--- src/hw/rtl/fhc_pkg.sv ---
// ----------------------------------------------------------------------------
// fhc_pkg
// Types and constants shared by the half/single converter pipeline stages.
// ----------------------------------------------------------------------------
`timescale 1ns / 1ps
`default_nettype none

package fhc_pkg;

  typedef enum logic {
    OP_S2H = 1'b0,
    OP_H2S = 1'b1
  } op_t;

  typedef enum logic [1:0] {
    CLS_ZERO    = 2'd0,
    CLS_SUB     = 2'd1,
    CLS_NORM    = 2'd2,
    CLS_SPECIAL = 2'd3
  } cls_t;

  typedef struct packed {
    op_t         op;
    logic        sign;
    cls_t        cls;
    logic [7:0]  exp;
    logic [23:0] sig;
  } item_t;

  localparam logic [7:0]  EXP_REBIAS         = 8'd112;
  localparam logic [7:0]  SUB_EXP_BASE       = 8'd113;
  localparam logic [7:0]  TINY_EXP_MIN       = 8'd102;
  localparam logic [7:0]  SINGLE_EXP_SPECIAL = 8'hff;
  localparam logic [4:0]  HALF_EXP_SPECIAL   = 5'h1f;
  localparam logic [4:0]  HALF_EXP_ZERO      = 5'h00;
  localparam logic [7:0]  HALF_EXP_MAX       = 8'd30;
  localparam logic [7:0]  SUB_SHIFT_MIN      = 8'd1;
  localparam logic [7:0]  SUB_SHIFT_MAX      = 8'd10;
  localparam logic [23:0] ROUND_INC          = 24'h002000;
  localparam int          ROUND_BIT          = 12;
  localparam int          HALF_MANT_W        = 10;

endpackage

`default_nettype wire

--- src/hw/rtl/fhc_decode.sv ---
// ----------------------------------------------------------------------------
// fhc_decode
// First stage: classify the source value, align single subnormals, find
// the normalize shift (leading zeros plus one) of half subnormals.
// ----------------------------------------------------------------------------
`timescale 1ns / 1ps
`default_nettype none

module fhc_decode (
  input  wire logic          clk,
  input  wire logic          rst,
  input  wire logic          in_valid,
  output logic               in_ready,
  input  wire fhc_pkg::op_t  op,
  input  wire logic [31:0]   value,
  output logic               out_valid,
  input  wire logic          out_ready,
  output fhc_pkg::item_t     out_item
);

  fhc_pkg::item_t item_next;
  logic [7:0]     e8;
  logic [22:0]    mant;
  logic [4:0]     e5;
  logic [9:0]     m10;
  logic [7:0]     sh;
  logic [3:0]     k;

  assign e8   = value[30:23];
  assign mant = value[22:0];
  assign e5   = value[14:10];
  assign m10  = value[9:0];
  assign sh   = fhc_pkg::SUB_EXP_BASE - e8;

  always_comb begin
    k = 4'd0;
    for (int i = 0; i < fhc_pkg::HALF_MANT_W; i++) begin
      if (m10[i]) begin
        k = 4'(fhc_pkg::HALF_MANT_W - i);
      end
    end
  end

  always_comb begin
    item_next.op   = op;
    item_next.sign = (op == fhc_pkg::OP_H2S) ? value[15] : value[31];
    item_next.cls  = fhc_pkg::CLS_ZERO;
    item_next.exp  = 8'd0;
    item_next.sig  = 24'd0;
    if (op == fhc_pkg::OP_S2H) begin
      if (e8 == fhc_pkg::SINGLE_EXP_SPECIAL) begin
        item_next.cls = fhc_pkg::CLS_SPECIAL;
        item_next.sig = {1'b0, mant};
      end else if (e8 > fhc_pkg::EXP_REBIAS) begin
        item_next.cls = fhc_pkg::CLS_NORM;
        item_next.exp = e8 - fhc_pkg::EXP_REBIAS;
        item_next.sig = {1'b0, mant};
      end else if (e8 >= fhc_pkg::TINY_EXP_MIN) begin
        item_next.cls = fhc_pkg::CLS_SUB;
        item_next.sig = {1'b1, mant} >> sh[3:0];
      end
    end else begin
      if (e5 == fhc_pkg::HALF_EXP_ZERO) begin
        if (m10 != 10'd0) begin
          item_next.cls = fhc_pkg::CLS_SUB;
          item_next.exp = {4'd0, k};
          item_next.sig = {14'd0, m10};
        end
      end else if (e5 == fhc_pkg::HALF_EXP_SPECIAL) begin
        item_next.cls = fhc_pkg::CLS_SPECIAL;
        item_next.sig = {14'd0, m10};
      end else begin
        item_next.cls = fhc_pkg::CLS_NORM;
        item_next.exp = {3'd0, e5} + fhc_pkg::EXP_REBIAS;
        item_next.sig = {14'd0, m10};
      end
    end
  end

  assign in_ready = !out_valid || out_ready;

  always_ff @(posedge clk) begin
    if (rst) begin
      out_valid <= 1'b0;
    end else if (in_ready) begin
      out_valid <= in_valid;
    end
  end

  always_ff @(posedge clk) begin
    if (in_ready && in_valid) begin
      out_item <= item_next;
    end
  end

endmodule

`default_nettype wire

--- src/hw/rtl/fhc_round.sv ---
// ----------------------------------------------------------------------------
// fhc_round
// Second stage: round single mantissas half-up and fold carry and overflow;
// normalize half subnormals.
// ----------------------------------------------------------------------------
`timescale 1ns / 1ps
`default_nettype none

module fhc_round (
  input  wire logic            clk,
  input  wire logic            rst,
  input  wire logic            in_valid,
  output logic                 in_ready,
  input  wire fhc_pkg::item_t  in_item,
  output logic                 out_valid,
  input  wire logic            out_ready,
  output fhc_pkg::item_t       out_item
);

  fhc_pkg::item_t item_next;
  logic [23:0]    r_sig;
  logic [7:0]     exp_inc;
  logic [7:0]     e_norm;
  logic [9:0]     shifted;

  assign r_sig   = in_item.sig + (in_item.sig[fhc_pkg::ROUND_BIT] ? fhc_pkg::ROUND_INC : 24'd0);
  assign exp_inc = in_item.exp + 8'd1;
  assign e_norm  = r_sig[23] ? exp_inc : in_item.exp;
  assign shifted = 10'(in_item.sig[9:0] << in_item.exp[3:0]);

  always_comb begin
    item_next = in_item;
    if (in_item.op == fhc_pkg::OP_S2H) begin
      case (in_item.cls)
        fhc_pkg::CLS_SUB: begin
          item_next.sig = r_sig;
        end
        fhc_pkg::CLS_NORM: begin
          item_next.exp = e_norm;
          item_next.sig = r_sig[23] ? 24'd0 : r_sig;
          if (e_norm > fhc_pkg::HALF_EXP_MAX) begin
            item_next.cls = fhc_pkg::CLS_SPECIAL;
            item_next.sig = 24'd0;
          end
        end
        default: begin
          item_next = in_item;
        end
      endcase
    end else if (in_item.cls == fhc_pkg::CLS_SUB) begin
      item_next.sig = {14'd0, shifted};
      item_next.exp = fhc_pkg::SUB_EXP_BASE - in_item.exp;
    end
  end

  assign in_ready = !out_valid || out_ready;

  always_ff @(posedge clk) begin
    if (rst) begin
      out_valid <= 1'b0;
    end else if (in_ready) begin
      out_valid <= in_valid;
    end
  end

  always_ff @(posedge clk) begin
    if (in_ready && in_valid) begin
      out_item <= item_next;
    end
  end

endmodule

`default_nettype wire

--- src/hw/rtl/fhc_pack.sv ---
// ----------------------------------------------------------------------------
// fhc_pack
// Third stage: assemble the result bit pattern and hold it for the consumer.
// ----------------------------------------------------------------------------
`timescale 1ns / 1ps
`default_nettype none

module fhc_pack (
  input  wire logic            clk,
  input  wire logic            rst,
  input  wire logic            in_valid,
  output logic                 in_ready,
  input  wire fhc_pkg::item_t  in_item,
  output logic                 out_valid,
  input  wire logic            out_ready,
  output logic [31:0]          result
);

  logic [31:0] result_next;
  logic [9:0]  payload;
  logic        nan_fix;

  assign payload = in_item.sig[22:13];
  assign nan_fix = (in_item.sig != 24'd0) && (payload == 10'd0);

  always_comb begin
    result_next = 32'd0;
    if (in_item.op == fhc_pkg::OP_S2H) begin
      case (in_item.cls)
        fhc_pkg::CLS_ZERO:    result_next = {16'd0, in_item.sign, 15'd0};
        fhc_pkg::CLS_SUB:     result_next = {16'd0, in_item.sign, 4'd0, in_item.sig[23:13]};
        fhc_pkg::CLS_NORM:    result_next = {16'd0, in_item.sign, in_item.exp[4:0], payload};
        fhc_pkg::CLS_SPECIAL: result_next = {16'd0, in_item.sign, fhc_pkg::HALF_EXP_SPECIAL,
                                             payload[9:1], payload[0] | nan_fix};
        default:              result_next = 32'd0;
      endcase
    end else begin
      case (in_item.cls)
        fhc_pkg::CLS_ZERO:    result_next = {in_item.sign, 31'd0};
        fhc_pkg::CLS_SUB,
        fhc_pkg::CLS_NORM:    result_next = {in_item.sign, in_item.exp, in_item.sig[9:0], 13'd0};
        fhc_pkg::CLS_SPECIAL: result_next = {in_item.sign, fhc_pkg::SINGLE_EXP_SPECIAL,
                                             in_item.sig[9:0], 13'd0};
        default:              result_next = 32'd0;
      endcase
    end
  end

  assign in_ready = !out_valid || out_ready;

  always_ff @(posedge clk) begin
    if (rst) begin
      out_valid <= 1'b0;
    end else if (in_ready) begin
      out_valid <= in_valid;
    end
  end

  always_ff @(posedge clk) begin
    if (in_ready && in_valid) begin
      result <= result_next;
    end
  end

endmodule

`default_nettype wire

--- src/hw/rtl/float_half_single_converter_unit.sv ---
// ----------------------------------------------------------------------------
// float_half_single_converter_unit
// Converts IEEE single and half precision bit patterns in either direction.
// ----------------------------------------------------------------------------
// Accepts one item per cycle unless the output stalls, through a
// three-stage register pipeline (decode and align, round or normalize,
// pack); the pipeline advances whenever the output is taken or empty,
// so a stall holds every stage without loss. tuser selects the
// direction: 0 converts single to half, 1 converts half to single. A half
// result sits in the low 16 bits with the upper bits zero; for half input
// the upper 16 bits of tdata are ignored. Rounding is half-up on the
// magnitude, tiny values flush to signed zero, NaNs keep a nonzero payload.
// ----------------------------------------------------------------------------
`timescale 1ns / 1ps
`default_nettype none

module float_half_single_converter_unit (
  input  wire logic        clk,
  input  wire logic        rst,
  input  wire logic        s_tvalid,
  output logic             s_tready,
  input  wire logic [31:0] s_tdata,   // [31:0] value
  input  wire logic        s_tuser,   // [0] op
  output logic             m_tvalid,
  input  wire logic        m_tready,
  output logic [31:0]      m_tdata    // [31:0] result
);

  fhc_pkg::item_t dec_item;
  fhc_pkg::item_t rnd_item;
  fhc_pkg::op_t   op;
  logic           dec_valid;
  logic           dec_ready;
  logic           rnd_valid;
  logic           rnd_ready;

  assign op = fhc_pkg::op_t'(s_tuser);

  fhc_decode u_decode (
    .clk       (clk),
    .rst       (rst),
    .in_valid  (s_tvalid),
    .in_ready  (s_tready),
    .op        (op),
    .value     (s_tdata),
    .out_valid (dec_valid),
    .out_ready (dec_ready),
    .out_item  (dec_item)
  );

  fhc_round u_round (
    .clk       (clk),
    .rst       (rst),
    .in_valid  (dec_valid),
    .in_ready  (dec_ready),
    .in_item   (dec_item),
    .out_valid (rnd_valid),
    .out_ready (rnd_ready),
    .out_item  (rnd_item)
  );

  fhc_pack u_pack (
    .clk       (clk),
    .rst       (rst),
    .in_valid  (rnd_valid),
    .in_ready  (rnd_ready),
    .in_item   (rnd_item),
    .out_valid (m_tvalid),
    .out_ready (m_tready),
    .result    (m_tdata)
  );

`ifndef SYNTHESIS
  a_backpressure_full: assert property (@(posedge clk) disable iff (rst)
    !s_tready |-> (dec_valid && rnd_valid && m_tvalid))
    else $error("input stalled while a pipeline stage is empty");

  a_half_exp_range: assert property (@(posedge clk) disable iff (rst)
    (rnd_valid && rnd_item.op == fhc_pkg::OP_S2H && rnd_item.cls == fhc_pkg::CLS_NORM)
    |-> (rnd_item.exp <= fhc_pkg::HALF_EXP_MAX && rnd_item.exp != 8'd0))
    else $error("normal half exponent out of range after rounding");

  a_sub_shift_range: assert property (@(posedge clk) disable iff (rst)
    (dec_valid && dec_item.op == fhc_pkg::OP_H2S && dec_item.cls == fhc_pkg::CLS_SUB)
    |-> (dec_item.exp >= fhc_pkg::SUB_SHIFT_MIN && dec_item.exp <= fhc_pkg::SUB_SHIFT_MAX))
    else $error("half subnormal normalize shift out of range");
`endif

endmodule

`default_nettype wire
--- config.mk ---
export PLATFORM = sky130hd
export DESIGN_NAME = float_half_single_converter_unit
export DESIGN_NICKNAME = d
export VERILOG_FILES = /design/src/hw/rtl/fhc_pkg.sv /design/src/hw/rtl/fhc_decode.sv /design/src/hw/rtl/fhc_round.sv /design/src/hw/rtl/fhc_pack.sv /design/src/hw/rtl/float_half_single_converter_unit.sv
export SDC_FILE = /design/constraint.sdc
export NUM_CORES = 1
export LEC_CHECK = 0
export ABC_AREA = 1
export BUFFER_PORTS_ARGS = -buffer_cell sky130_fd_sc_hd__buf_2
export CORE_AREA = 3 3 118 120
export CTS_CLUSTER_SIZE = 8
export DETAILED_ROUTE_END_ITERATION = 6
export DIE_AREA = 0 0 121 123
export GPL_TIMING_DRIVEN = 0
export PLACE_DENSITY = 0.86
export SLEW_MARGIN = 5
export SYNTH_ARGS = -nofsm -noshare
export SYNTH_HDL_FRONTEND = slang
export SYNTH_SLANG_ARGS = --single-unit
export TNS_END_PERCENT = 10
--- constraint.sdc ---
create_clock -name clk -period 3 [get_ports clk]
set_input_delay 0.6 -clock clk [delete_from_list [all_inputs] [get_ports clk]]
set_output_delay 0.6 -clock clk [all_outputs]
set_load 0.02 [all_outputs]
# [Yosys cells after proc, flatten, opt, wreduce, memory -nomap -nowiden]
# Cells that the tools add are included.
[totals] output_inout_bits=34 wordCells=86 reg_bits=107 in_bits=37
[op_classes] n_bitwise=1 muxes=37 add_sub_neg=6 n_eq_ne=7 reduce_logical=16 n_shift=2 magnitude_cmp=3
[op_table] cell="$pmux W32 S4" n=1
[op_table] cell="$mux W24" n=4
[op_table] cell="$mux W32" n=3
[op_table] cell="$pmux W32 S3" n=1
[op_table] cell="$mux W34" n=2
[op_table] cell="$pmux W24 S2" n=1
[op_table] cell="$mux W4" n=11
[op_table] cell="$mux W33" n=1
[op_table] cell="$mux W8" n=4
[op_table] cell="$add A24 B24 Y24" n=1
[op_table] cell="$reduce_bool A24 Y1" n=1
[op_table] cell="$shr A24 B4 Y24" n=1
[op_table] cell="$mux W23" n=1
[op_table] cell="$mux W14" n=1
[op_table] cell="$logic_not A10 Y1" n=1
[op_table] cell="$mux W10" n=1
[op_table] cell="$reduce_bool A10 Y1" n=1
[op_table] cell="$shl A10 B4 Y10" n=1
[op_table] cell="$add A5 B7 Y8 const B" n=1
[op_table] cell="$add A8 B1 Y8 const B" n=1
[op_table] cell="$eq A8 B8 Y1 const B" n=1
[op_table] cell="$ge A8 B7 Y1 const B" n=1
[op_table] cell="$gt A8 B5 Y1 const B" n=1
[op_table] cell="$gt A8 B7 Y1 const B" n=1
[op_table] cell="15 further kinds" n=29

# [Longest topological paths before layout]
[depth] word_depth=13 mapped_depth=17 mapped_depth_nobuf=16

# [Hierarchy]
# A second synthesis with hierarchy kept.
[unflattened] hier_cells=948 hier_area_um2=7435.9
[by_module_without_submodules] mod="fhc_decode" seq_area_each_um2=1101.1 area_per_inst_um2=3031.7 cells_per_inst=428 instances=1
[by_module_without_submodules] mod="fhc_round" seq_area_each_um2=1101.1 area_per_inst_um2=2874.0 cells_per_inst=371 instances=1
[by_module_without_submodules] mod="fhc_pack" seq_area_each_um2=980.9 area_per_inst_um2=1530.2 cells_per_inst=149 instances=1

# [Worst setup path before layout]
# No wires, ideal clock.
[synth_path] kind="input-to-reg" start="input s_tdata[24]" end="register u_decode.out_item[7] in the netlist's numbering (data pin)" setup_time_ns=0.276 arrival_ns=2.687 path_slack_ns=0.037 cell_stages=9 n_path_buf=3 required_ns=2.724 cell_sequence="clkbuf_1 -> clkinv_1 -> clkbuf_1 -> ha_1 -> xnor2_1 -> clkinv_1 -> clkbuf_1 -> o21ai_0 -> a22oi_1"
[synth_lines] element="from (decl)" line_no="float_half_single_converter_unit.sv:22" text="input wire logic [31:0] s_tdata,"
[synth_lines] element="to (signal assigned)" line_no="fhc_decode.sv:92" text="out_item <= item_next;"
[synth_lines] element="to (decl)" line_no="fhc_decode.sv:18" text="output fhc_pkg::item_t out_item"

==> results by group <==
Min path
  – Hold Path Class: primary input to flip-flop
  – Hold Crit Depth: 2
  – Hold endpoint: u_decode.out_valid$_SDFFE_PP0N_
  – Hold Path Origin: rst

GRT
  – Largest net degree at the start of global routing: 37
  – Initial antenna violation count: 0
  – Vias in the first global route: around 5,500
  – GR Util met3: just under 3%
  – Met1 usage: 29.27%
  – First-pass GRT wire length: 26.36 mm
  – Total GRT Usage: 22.29%
  – GRT overflow: 0
  – GR peak layer: met2
  – Met2 Track Usage GR: between 30% and 40%

Pwr
  – PD cells: 474.2 nW/um^2
  – VDD IR-drop max: about 0.27 mV
  – P_leak: between 3 and 4 nW

Clock tree
  – Clock latency at the later pin of the worst-skew pair: 0.34 ns
  – Root Driver: clkbuf_16
  – Number of buffers created by CTS: 9
  – # H-tree levels: 3
  – Worst-path clk slew: about 0.07 ns
  – # hold bufs at CTS: 0
  – CTS tree: built
  – CTS max path bufs: 2
  – Sink Count: approximately 110

STA
  – Max_slew headroom: between 15 and 20%
  – Final hold vios: 0
  – Worst Tran Pin Value: around 1.2 ns
  – RSZ-0062 raised after global routing: false
  – Min Tclk post-route: between 2 and 3 ns
  – Slew Limit Fails: 0
  – # setup viols final: 0
  – Period utilization: roughly 92%
  – Clk_skew: around 0.0064 ns
  – Fmax: ~0.36 GHz
  – Final worst slack: ~0.23 ns

Final layout
  – Inserted Diodes: 0
  – Area grow syn2layout: 13.40%
  – Final #Nets: slightly above 1,000
  – Commonest non-fill, non-tap cells in the layout: 221 x nand2_1, 104 x edfxtp_1, 98 x o21ai_0, 94 x inv_1, 91 x nor2_1
  – Post-layout util: 60.30%
  – Most common cell after layout, fill and taps aside: nand2_1
  – Share of layout cells above drive strength 1: between 10 and 15%

Yosys
  – Syn Inst Count: 885
  – Syn nets: around 940
  – Syn_area_per_cell: ~7.9 sq um
  – EDFF count, synth: between 100 and 150
  – Synth area leaders: edfxtp_1 45%, nand2_1 12%, o21ai_0 7.0%
  – Dominant synthesized flop cell: edfxtp_1
  – Post-synth top area share: between 40% and 50%
  – Seq/Total Area, Yosys: between 40% and 50%
  – Yosys top cell by area: edfxtp_1
  – Ys Warns: 0
  – Post-synthesis cell area: a little under 7000 sq um
  – Asr flop ratio synth: 0%
  – Register bit count reported by yosys: between 100 and 150
  – Synth unique cells: 46

Placed design
  – Gpl congestion: ~1
  – Hpwl dp: 13.06 mm
  – Place WS: -1.092 ns
  – I/O Buffers: 70

Detailed routing
  – Via density: approximately 5.5
  – Residual DRC: 0
  – Total Wirelength: 16.70 mm
  – DRT Pass-1 Iters: 7
  – WL/cell: 14.59 um
  – Vias: around 6,200
  – Initial DRC Count: around 410
  – Detail Route Antenna Nets: 0

Die
  – # rows: 42
  – Chip Width: between 100 and 150 um
  – Initial core utilization: 53.17%
  – Die area: 14,880 sq um
  – Die Y: 123 um
  – IO Count: 71
  – Core ar.: 13,090 sq um

Worst setup path
  – R2R setup slack: about 0.25 ns
  – CP Max Fanout: 10
  – Critical path endpoint category: flip-flop
  – Critical Path AT: ~3.0 ns
  – Worst r2r dst: u_round.out_item[12]$_DFFE_PP_
  – RR Startpoint: u_decode.out_item[13]$_SDFFCE_PP0P_
  – CP Launch Type: primary input
  – Required time of the worst setup path: 3.18 ns
  – Worst R2R Path Depth: 16
  – Setup CP Type: primary input to flip-flop

Run status
  – Status: complete, no violations

Flow run
  – Max_cap viols: 0
==> registers in the layout (all words and copies together) (netlist names) <==
name / cells
u_round.out_valid: 1
u_round.out_item: 36
u_pack.out_valid: 1
u_decode.out_valid: 1
u_pack.result: 32
u_decode.out_item: 36
==> power breakdown <==
group | internal, W | switching (W)
Combinational | 0.000222 | 0.000485
Clock | 0.000740 | 0.000510
Sequential | 0.00174 | 0.0000445
Total | 0.00270 | 0.00104
==> worst max-delay path: stages <==
cell and delay, ns:
buf_2 0.16, clkinv_2 0.12, clkbuf_1 0.48, ha_4 0.26, nand4_1 0.11, o21ai_0 0.14, nand2_1 0.32, nor2_1 0.33
nand2_1 0.16, nand2_1 0.08, nand2_1 0.05, a22oi_1 0.14
==> how the worst max path moves through the flow <==
stage	startpoint	end	slack, ns
final	s_tdata[24]	u_decode.out_item[1]$_DFFE_PP_	0.23
after global placement	s_tdata[24]	u_decode.out_item[7]$_DFFE_PP_	-1.20
after floorplan	s_tdata[24]	u_decode.out_item[7]$_DFFE_PP_	0.04
after detailed placement	s_tdata[24]	u_decode.out_item[7]$_DFFE_PP_	-1.09
after CTS	s_tdata[24]	u_decode.out_item[9]$_DFFE_PP_	0.002
after global routing	u_decode.out_item[13]$_SDFFCE_PP0P_	u_round.out_item[12]$_DFFE_PP_	0.08
==> synthesized netlist by cell type, drive strengths merged, types with 2 or more instances <==
cell / n
o21bai: 6
nand2: 228
nor2: 94
a22oi: 8
o22ai: 5
nor3: 18
a21oi: 52
nand4: 8
a31oi: 4
xnor2: 2
clkbuf: 30
edfxtp: 104
clkinv: 6
dfxtp: 3
nand3: 54
o21ai: 102
o211ai: 6
nor4: 4
mux2i: 3
xor2: 11
a22o: 3
ha: 16
buf: 6
inv: 94
o221ai: 8
==> metrics by stage <==
stage | power, W | setup TNS (ns) | area (sq um) | hold WS (ns) | instances
after floorplan | 0.002292 | 0 | 6958 | 0.4003 | 885
after global placement | 0.002491 | -21.58 | 7528 | 0.4620 | 1131
after detailed placement | 0.002498 | -18.77 | 7540 | 0.4522 | 1131
after CTS | 0.003743 | 0 | 7894 | 0.4317 | 1146
after global routing | 0.003911 | 0 | 7890 | 0.4345 | 1145
final | 0.003742 | 0 | 7890 | 0.4420 | 1145
==> cell type report <==
type / instances / area, sq um
plain buffers: 34 / 140.1
clock buffers: 10 / 229.0
clock inverters: 6 / 95.09
fillers: 1158 / 5195
inverters: 100 / 377.9
multi-input cells: 642 / 3294
flip-flops and latches: 107 / 3183
well taps: 176 / 220.2
repair buffers: 70 / 350.3
==> kinds of logic (layout without fill, tap and decap cells) <==
| group | Yosys count | count (layout) | synth area share, % |
|---|---|---|---|
| AO/OA/AOI/OAI | 201 | 201 | 16.69 |
| flip-flops | 107 | 107 | 45.75 |
| multiplexers | 3 | 3 | 0.4316 |
| adder cells (fa/ha/maj) | 16 | 16 | 2.877 |
| buffers and inverters | 136 | 220 | 7.517 |
| XOR/XNOR | 13 | 13 | 1.636 |
| AND/OR/NAND/NOR | 409 | 409 | 25.10 |
==> metal layers <==
layer	vias up	routed length [um]
li1	3170	-
met5	-	0
met1	2706	7028
met4	0	707
met2	318	7611
met3	47	1357
==> what timing repair did <==
action / in CTS / in global routing
setup endpoints to repair: 24 / 16
setup buffers: 0 / 0
resized for setup: 6 / 0
(Power assumes the default switching activity.)
